$ cat config.mk
export PLATFORM = sky130hd
export DESIGN_NAME = tree_parent_selection
export DESIGN_NICKNAME = d
export VERILOG_FILES = /design/src/rtl/tps_pkg.sv /design/src/rtl/tree_parent_selection.sv
export SDC_FILE = /design/constraint.sdc
export NUM_CORES = 1
export LEC_CHECK = 0
export CAP_MARGIN = 20
export CORE_UTILIZATION = 45
export DETAILED_ROUTE_END_ITERATION = 16
export DONT_BUFFER_PORTS = 1
export PLACE_DENSITY = 0.62
export RECOVER_POWER = 50
export SLEW_MARGIN = 20
export SYNTH_ARGS = -nofsm -noshare
export SYNTH_HDL_FRONTEND = slang
export SYNTH_SLANG_ARGS = --single-unit
$ cat constraint.sdc
create_clock -name clock -period 4.4 [get_ports clock]
set_input_delay 0.22 -clock clock [delete_from_list [all_inputs] [get_ports clock]]
set_output_delay 0.22 -clock clock [all_outputs]
set_load 0.05 [all_outputs]
$ cat src/rtl/tps_pkg.sv
// Shared widths, opcode and register codes, and the result record of the
// parent-selection block. No dependencies.
`default_nettype none

package tps_pkg;

   localparam int OP_W       = 2;
   localparam int ADDR_W     = 16;
   localparam int RANK_W     = 8;
   localparam int SIG_W      = 16;
   localparam int SEQ_W      = 8;
   localparam int FAIL_W     = 4;
   localparam int CSR_IDX_W  = 1;
   localparam int CSR_DATA_W = 16;

   // event codes
   localparam logic [OP_W-1:0] OpBeacon   = 2'd0;
   localparam logic [OP_W-1:0] OpResponse = 2'd1;
   localparam logic [OP_W-1:0] OpTimeout  = 2'd2;
   localparam logic [OP_W-1:0] OpValve    = 2'd3;

   // register indexes
   localparam logic [CSR_IDX_W-1:0] CsrOwnAddress = 1'b0;
   localparam logic [CSR_IDX_W-1:0] CsrFailLimit  = 1'b1;

   localparam logic [FAIL_W-1:0] FailLimitReset = 4'd3;

   typedef struct packed {
      logic              send_rank_reply;
      logic              rank_was_reset;
      logic              parent_changed;
      logic              valve_local;
      logic              valve_forward;
      logic              valve_duplicate;
      logic [RANK_W-1:0] rank_after;
      logic [ADDR_W-1:0] current_parent;
   } result_type;

endpackage

`default_nettype wire

$ cat src/rtl/tree_parent_selection.sv
// Top level of the parent-selection block: input register, event logic,
// node state and result register. Depends on tps_pkg.
`default_nettype none

// Takes one event per clock while req_stall is low, and gives one result beat
// per event, in order. An accepted event sits in the input register, is
// evaluated against the node state and lands in the result register, where
// it is offered until taken; the state is updated as the event moves into
// the result register, ready for the event right behind it. The input only
// stalls while both registers are full and the result beat is itself
// stalled.
// Received ranks above RANK_MAX are clamped to RANK_MAX, which means
// unranked. Registers are written through the csr_ port; the user must write
// them only while no event is in flight, as the block does not enforce it.
module tree_parent_selection
   import tps_pkg::*;
#(
   parameter int RANK_MAX = 255
) (
   input  wire                     clock,
   input  wire                     reset,

   input  wire                     csr_write,
   input  wire [CSR_IDX_W-1:0]     csr_index,
   input  wire [CSR_DATA_W-1:0]    csr_wdata,

   input  wire                     req_valid,
   output logic                    req_stall,
   input  wire [OP_W-1:0]          req_opcode,
   input  wire [ADDR_W-1:0]        req_sender_address,
   input  wire [RANK_W-1:0]        req_peer_rank,
   input  wire [SIG_W-1:0]         req_signal_strength,
   input  wire [SEQ_W-1:0]         req_valve_sequence,
   input  wire [ADDR_W-1:0]        req_valve_target,

   output logic                    rsp_valid,
   input  wire                     rsp_stall,
   output logic                    rsp_send_rank_reply,
   output logic                    rsp_rank_was_reset,
   output logic                    rsp_parent_changed,
   output logic                    rsp_valve_local,
   output logic                    rsp_valve_forward,
   output logic                    rsp_valve_duplicate,
   output logic [RANK_W-1:0]       rsp_current_rank,
   output logic [ADDR_W-1:0]       rsp_current_parent
);

   localparam logic [RANK_W-1:0] RankTop = RANK_W'(RANK_MAX);

   // configuration
   logic [ADDR_W-1:0] own_address_ff, own_address_in;
   logic [FAIL_W-1:0] fail_limit_ff, fail_limit_in;

   // input stage
   logic              s1_valid_ff, s1_valid_in;
   logic [OP_W-1:0]   op_ff, op_in;
   logic [ADDR_W-1:0] sender_ff, sender_in;
   logic [RANK_W-1:0] prank_ff, prank_in;
   logic [SIG_W-1:0]  sig_ff, sig_in;
   logic [SEQ_W-1:0]  vseq_ff, vseq_in;
   logic [ADDR_W-1:0] vtarget_ff, vtarget_in;

   // node state
   logic [RANK_W-1:0] node_rank_ff, node_rank_in;
   logic [RANK_W-1:0] held_rank_ff, held_rank_in;
   logic [ADDR_W-1:0] parent_link_ff, parent_link_in;
   logic [SIG_W-1:0]  parent_signal_ff, parent_signal_in;
   logic [FAIL_W-1:0] fail_count_ff, fail_count_in;
   logic [SEQ_W-1:0]  last_vseq_ff, last_vseq_in;

   // result stage
   logic              rsp_valid_ff, rsp_valid_in;
   result_type        rsp_ff, rsp_in;

   logic accept;
   logic advance;
   logic drop;
   logic adopt;

   // ---------------------------------------------------------------- handshake
   assign advance   = s1_valid_ff && (!rsp_valid_ff || !rsp_stall);
   assign req_stall = s1_valid_ff && rsp_valid_ff && rsp_stall;
   assign accept    = req_valid && !req_stall;

   assign s1_valid_in  = accept || (s1_valid_ff && !advance);
   assign rsp_valid_in = advance || (rsp_valid_ff && rsp_stall);

   // ---------------------------------------------------------------- config
   always_comb begin
      own_address_in = own_address_ff;
      fail_limit_in  = fail_limit_ff;
      if (csr_write) begin
         unique case (csr_index)
            CsrOwnAddress: own_address_in = csr_wdata[ADDR_W-1:0];
            CsrFailLimit:  fail_limit_in  = csr_wdata[FAIL_W-1:0];
         endcase
      end
   end

   // ---------------------------------------------------------------- input stage
   always_comb begin
      op_in      = op_ff;
      sender_in  = sender_ff;
      prank_in   = prank_ff;
      sig_in     = sig_ff;
      vseq_in    = vseq_ff;
      vtarget_in = vtarget_ff;
      if (accept) begin
         op_in      = req_opcode;
         sender_in  = req_sender_address;
         prank_in   = (req_peer_rank > RankTop) ? RankTop : req_peer_rank;
         sig_in     = req_signal_strength;
         vseq_in    = req_valve_sequence;
         vtarget_in = req_valve_target;
      end
   end

   // ---------------------------------------------------------------- event logic
   always_comb begin
      drop             = 1'b0;
      adopt            = 1'b0;
      node_rank_in     = node_rank_ff;
      held_rank_in     = held_rank_ff;
      parent_link_in   = parent_link_ff;
      parent_signal_in = parent_signal_ff;
      fail_count_in    = fail_count_ff;
      last_vseq_in     = last_vseq_ff;
      rsp_in           = rsp_ff;

      if (advance) begin
         rsp_in = '0;
         unique case (op_ff)
            OpBeacon: begin
               if (node_rank_ff != RankTop) begin
                  if (sender_ff == parent_link_ff && prank_ff == RankTop) begin
                     drop = 1'b1;
                  end else if (prank_ff > node_rank_ff) begin
                     rsp_in.send_rank_reply = 1'b1;
                  end
               end
            end
            OpResponse: begin
               if (node_rank_ff == RankTop && prank_ff != RankTop) begin
                  adopt = 1'b1;
               end else if (sender_ff == parent_link_ff) begin
                  if (prank_ff == RankTop || prank_ff > held_rank_ff) begin
                     drop = 1'b1;
                  end else begin
                     parent_signal_in = sig_ff;
                  end
               end else if (node_rank_ff > prank_ff && sig_ff > parent_signal_ff) begin
                  adopt = 1'b1;
               end
            end
            OpTimeout: begin
               if (fail_count_ff < fail_limit_ff) begin
                  fail_count_in = fail_count_ff + FAIL_W'(1);
               end else begin
                  fail_count_in = '0;
                  drop          = 1'b1;
               end
            end
            OpValve: begin
               if (last_vseq_ff == vseq_ff) begin
                  rsp_in.valve_duplicate = 1'b1;
               end else begin
                  last_vseq_in = vseq_ff;
                  if (vtarget_ff == own_address_ff) begin
                     rsp_in.valve_local = 1'b1;
                  end else begin
                     rsp_in.valve_forward = 1'b1;
                  end
               end
            end
         endcase

         if (drop) begin
            node_rank_in   = RankTop;
            held_rank_in   = RankTop;
            parent_link_in = '0;
         end
         if (adopt) begin
            // prank is below the current rank here, so +1 cannot wrap
            node_rank_in     = prank_ff + RANK_W'(1);
            held_rank_in     = prank_ff;
            parent_link_in   = sender_ff;
            parent_signal_in = sig_ff;
         end

         rsp_in.rank_was_reset = drop;
         rsp_in.parent_changed = adopt;
         rsp_in.rank_after     = node_rank_in;
         rsp_in.current_parent = parent_link_in;
      end
   end

   // ---------------------------------------------------------------- registers
   always_ff @(posedge clock) begin
      if (reset) begin
         own_address_ff   <= '0;
         fail_limit_ff    <= FailLimitReset;
         s1_valid_ff      <= 1'b0;
         rsp_valid_ff     <= 1'b0;
         node_rank_ff     <= RankTop;
         held_rank_ff     <= RankTop;
         parent_link_ff   <= '0;
         parent_signal_ff <= '0;
         fail_count_ff    <= '0;
         last_vseq_ff     <= '0;
      end else begin
         own_address_ff   <= own_address_in;
         fail_limit_ff    <= fail_limit_in;
         s1_valid_ff      <= s1_valid_in;
         rsp_valid_ff     <= rsp_valid_in;
         node_rank_ff     <= node_rank_in;
         held_rank_ff     <= held_rank_in;
         parent_link_ff   <= parent_link_in;
         parent_signal_ff <= parent_signal_in;
         fail_count_ff    <= fail_count_in;
         last_vseq_ff     <= last_vseq_in;
      end
   end

   always_ff @(posedge clock) begin
      op_ff      <= op_in;
      sender_ff  <= sender_in;
      prank_ff   <= prank_in;
      sig_ff     <= sig_in;
      vseq_ff    <= vseq_in;
      vtarget_ff <= vtarget_in;
      rsp_ff     <= rsp_in;
   end

   // ---------------------------------------------------------------- outputs
   assign rsp_valid           = rsp_valid_ff;
   assign rsp_send_rank_reply = rsp_ff.send_rank_reply;
   assign rsp_rank_was_reset  = rsp_ff.rank_was_reset;
   assign rsp_parent_changed  = rsp_ff.parent_changed;
   assign rsp_valve_local     = rsp_ff.valve_local;
   assign rsp_valve_forward   = rsp_ff.valve_forward;
   assign rsp_valve_duplicate = rsp_ff.valve_duplicate;
   assign rsp_current_rank    = rsp_ff.rank_after;
   assign rsp_current_parent  = rsp_ff.current_parent;

`ifndef SYNTH
   // a reset beat always reports the node as unranked with no parent
   a_reset_beat: assert property (@(posedge clock) disable iff (reset)
      rsp_valid_ff && rsp_ff.rank_was_reset |->
         rsp_ff.rank_after == RankTop && rsp_ff.current_parent == '0)
      else $error("reset beat does not show an unranked node");

   // valve outcome is exclusive and never mixed with tree flags
   a_valve_flags: assert property (@(posedge clock) disable iff (reset)
      rsp_valid_ff |->
         $onehot0({rsp_ff.valve_local, rsp_ff.valve_forward, rsp_ff.valve_duplicate,
                   rsp_ff.rank_was_reset, rsp_ff.parent_changed,
                   rsp_ff.send_rank_reply}))
      else $error("more than one outcome flag in a result beat");

   // an event moves into the result register only when the previous beat has gone
   a_no_overwrite: assert property (@(posedge clock) disable iff (reset)
      rsp_valid_ff && rsp_stall |=> $stable(rsp_ff) && rsp_valid_ff)
      else $error("stalled result beat was overwritten");

   // state only moves when an event is retired
   a_state_hold: assert property (@(posedge clock) disable iff (reset)
      !advance |=> $stable(node_rank_ff) && $stable(parent_link_ff)
                   && $stable(last_vseq_ff))
      else $error("node state changed without an event");
`endif

endmodule

`default_nettype wire
==> run summary <==
RUN STATUS
------------------------------------------------------------------------------------------------------
Status                                                                                    finished, violations left
Violations in the final reports                                                           capacitance limit, slew limit

LOGIC SYNTHESIS
------------------------------------------------------------------------------------------------------
Number of warnings printed during yosys synthesis                                                    0
Complex-gate fraction of the synthesized area                                                    10.5%
EDFF count, synth                                                                                   96
Area fraction in and, or, nand and nor cells after synthesis                                     19.7%
Netlist area before placement                                                                 8620 µm²
Post-Synth Adder-Cell Area                                                                       5.37%
Syn_nets                                                                                           943
Post-Synth XOR/XNOR Area                                                                         4.67%
Share of synthesized area spent on multiplexers                                                  2.79%
Combinational family with the most area after synthesis                                   simple AND/OR/NAND/NOR gates
Proportion of synthesized chip area in sequential cells                                          52.5%
Predominant post-synthesis flop cell                                                          edfxtp_1
Flip-flop and latch count after synthesis                                                          178
Post-Syn Area per Cell                                                                        10.5 µm²
Fraction of synthesis flops using an asynchronous set or reset pin                                  0%
Gate Count Post-Synth                                                                              818
Number of distinct library cell variants in the gate-level netlist after synthesis                  48

WORST SETUP PATH
------------------------------------------------------------------------------------------------------
Kind of end point of the critical path                                                        register
Combined buffer and inverter count along the critical path                                           1
Data arrival time at the worst-slack endpoint                                                  3.42 ns
Worst-path cell chain                                                                     ha_1 > nand4_1 > or4_1 > o211a_1 > a211o_2 > nand2_1 > buf_4 > o21ai_0
Largest stage delay on the critical path                                                       0.62 ns
Category of the most critical setup path                                                    reg -> reg
Biggest fanout along the worst timing path                                                          56
Data required time of the worst path                                                           4.54 ns
Cell type group with the largest total delay on the critical path                         compound AO/OA/AOI/OAI gates
Startpoint Class                                                                              register
Standard cell with the maximum stage delay on the critical path                                  or4_1

TIMING
------------------------------------------------------------------------------------------------------
Transition time at the pin with the least slew margin                                          1.73 ns
Number of endpoints failing setup at the final stage                                                 0
Max Fclk                                                                                       304 MHz
Final critical path time including I/O delays and setup                                        3.29 ns
Slew Viols, Final                                                                                   67
Worst clock skew                                                                             0.0177 ns
Max-slew headroom at the worst pin                                                              -15.5%
Share of the clock period used by the worst path after layout                                    74.7%
Final total negative setup slack                                                                  0 ns
Setup repair after global routing missed its margin                                              false
Hold violation count in the final report                                                             0
Worst Slack Setup Final                                                                        1.11 ns

DETAILED ROUTING
------------------------------------------------------------------------------------------------------
Final routed DRC violation total                                                                     0
Via total after detailed routing                                                                  6362
Routed wire per std cell                                                                       17.2 µm
Routed wire length                                                                            19400 µm
Vias per cell                                                                                     5.64
Number of iterations in the first detailed-routing pass                                              5
Number of nets still failing antenna checks after routing                                            0
Initial DRC Count                                                                                  413

FINAL LAYOUT
------------------------------------------------------------------------------------------------------
Net count of the finished layout                                                                  1006
Multi-input combinational cell area                                                           3720 µm²
Diodes inserted                                                                                      0
Sequential cell area in the final layout                                                      4520 µm²
Ratio of cells with drive above 1 in the final layout                                            6.04%
P&R area growth vs syn                                                                           19.0%
Number of inserted filler cells in the final layout                                               1614

PLACED DESIGN
------------------------------------------------------------------------------------------------------
DP Wirelength                                                                                 11600 µm
Count of port buffers added during placement                                                         0
Setup slack after placement                                                                    1.15 ns
Routability-driven placement congestion ratio                                                    0.823

CLOCK NETWORK
------------------------------------------------------------------------------------------------------
Clock latency on the worst-skew pair                                                           0.44 ns
Clock sink count                                                                                   178
CTS buffer count                                                                                    17
Clk buf depth                                                                                        2
H-tree depth                                                                                         4
Number of post-CTS setup repair buffers                                                              0
Clock transition at the register clock pins on the worst setup and hold paths after CTS        0.09 ns
CTS tree                                                                                          done
Number of gates given a new drive strength after cts                                                 0
Clock tree root driver cell                                                                  clkbuf_16
Number of hold buffers added after CTS                                                              89

FLOORPLAN
------------------------------------------------------------------------------------------------------
Core Footprint                                                                               18800 µm²
Width of the chip                                                                               140 µm
Chip Height                                                                                     140 µm
Die area                                                                                     19700 µm²
Starting density of the core                                                                     45.9%
IO Count                                                                                           120
Site row count                                                                                      50

GLOBAL ROUTE
------------------------------------------------------------------------------------------------------
Global-route wire length before repair                                                        31700 µm
Maximum number of pins on one net before global-route repair                                        67
All-layer global routing usage                                                                   20.3%
Antenna violations before repair                                                                     0
Number of global-route vias before repair                                                         6406
Global route overflow                                                                                0

PWR
------------------------------------------------------------------------------------------------------
Leak Pwr                                                                                       3.88 nW
PD cells                                                                                    404 nW/µm²
Maximum VDD drop                                                                                275 µV

WORST HOLD PATH
------------------------------------------------------------------------------------------------------
Worst Hold Class                                                                             in -> reg

RUN
------------------------------------------------------------------------------------------------------
Max-cap violations                                                                                   1

-- Yosys cell counts (4+ instances only) --
cell,count,share of area (%)
a211o_1,18,1.8
a21oi_1,43,2.5
a221oi_1,7,0.71
a221oi_2,4,0.70
a311oi_1,5,0.51
and3_1,5,0.36
buf_2,9,0.52
buf_6,4,0.52
clkbuf_1,34,1.5
dfxtp_1,82,19
edfxtp_1,96,33
ha_1,37,5.4
inv_1,38,1.7
mux2i_1,24,2.8
nand2_1,51,2.2
nand2b_1,50,3.6
nand3_1,10,0.58
nand4_1,27,2.0
nor2_1,63,2.7
nor2b_1,8,0.58
nor3_1,20,1.2
nor3b_1,16,1.4
nor4_1,32,2.3
nor4_2,4,0.58
nor4b_1,15,1.5
o21a_1,5,0.44
o21ai_0,38,2.2
xnor2_1,6,0.61
xor2_1,40,4.1
-- cell type report --
type	count	area share, %
clock inverter	15	1.78
tap	234	2.86
inverter	39	1.43
sequential	178	44.1
timing repair buffer	96	9.35
clock buffer	17	4.15
multi-input combinational	549	36.3
-- worst paths after layout --
check	startpoint	slack (ns)	endpoint	cells after the start
setup / recovery	sig_ff[14]$_DFFE_PP_	1.11	rsp_current_parent[0]$_DFFE_PP_	8
setup reg to reg	sig_ff[14]$_DFFE_PP_	1.11	rsp_current_parent[0]$_DFFE_PP_	8
hold reg to reg	fail_limit_ff[2]$_SDFFE_PP0P_	0.46	fail_limit_ff[2]$_SDFFE_PP0P_	2
hold / removal	csr_wdata[0]	0.02	fail_limit_ff[0]$_SDFFE_PP1P_	2
-- per-stage QoR --
| stage | hold WS, ns | power, W | utilization, % | instances | instance area (µm²) |
|---|---|---|---|---|---|
| after floorplan | 0.319 | 0.00246 | - | 818 | 8620 |
| after global placement | 0.319 | 0.00255 | 46.6 | 1007 | 8740 |
| after detailed placement | 0.319 | 0.00257 | 46.6 | 1007 | 8740 |
| after CTS | 0.00195 | 0.00418 | 54.7 | 1128 | 10300 |
| after global routing | 0.00876 | 0.00433 | 54.6 | 1128 | 10300 |
| final | 0.0198 | 0.00415 | 54.6 | 1128 | 10300 |
-- power breakdown --
| part | internal [W] | switching (W) |
|---|---|---|
| clock | 0.000774 | 0.000756 |
| combinational | 0.000235 | 0.000328 |
| sequential | 0.00189 | 0.000166 |
-- worst register-to-register path: cells and delay by family, from the launching register on --
kind                       cells  cell delay [ns]
AOI/OAI and AO/OA              3             0.90
and+or+nand+nor                3             0.84
buffers and inverters          1             0.51
DFF                            1             0.40
adders and majority gates      1             0.34
-- state kept, by name (all words and copies together), names as in the netlist, 2 cells and up --
register,flops
vseq_ff,8
held_rank_ff,8
node_rank_ff,8
own_address_ff,16
vtarget_ff,16
op_ff,2
last_vseq_ff,8
sender_ff,16
fail_count_ff,4
rsp_current_parent,16
sig_ff,16
rsp_current_rank,8
parent_signal_ff,16
parent_link_ff,16
fail_limit_ff,4
prank_ff,8
-- cells in the final DEF (no fill, tap or decap), drive strengths merged, types with 38 or more instances in the layout --
| cell type | Yosys | layout |
|---|---|---|
| edfxtp | 96 | 96 |
| dlygate4sd3 | 0 | 88 |
| dfxtp | 82 | 82 |
| nor2 | 63 | 63 |
| nand2 | 51 | 51 |
| nand2b | 50 | 50 |
| inv | 38 | 47 |
| a21oi | 44 | 44 |
| xor2 | 40 | 40 |
| o21ai | 38 | 38 |
-- cells by family after synthesis --
group / count (synthesis)
flops: 178
compound gates: 135
fa+ha+maj: 37
xor+xnor: 46
mux: 24
simple gates: 307
buf+inv: 91
-- layer usage --
layer,track usage (%),share of wire (%)
met3,4.27,3.9
met2,34.9,51
met5,0,0
met4,6.65,0.81
met1,25.3,44
(Power assumes the default switching activity.)
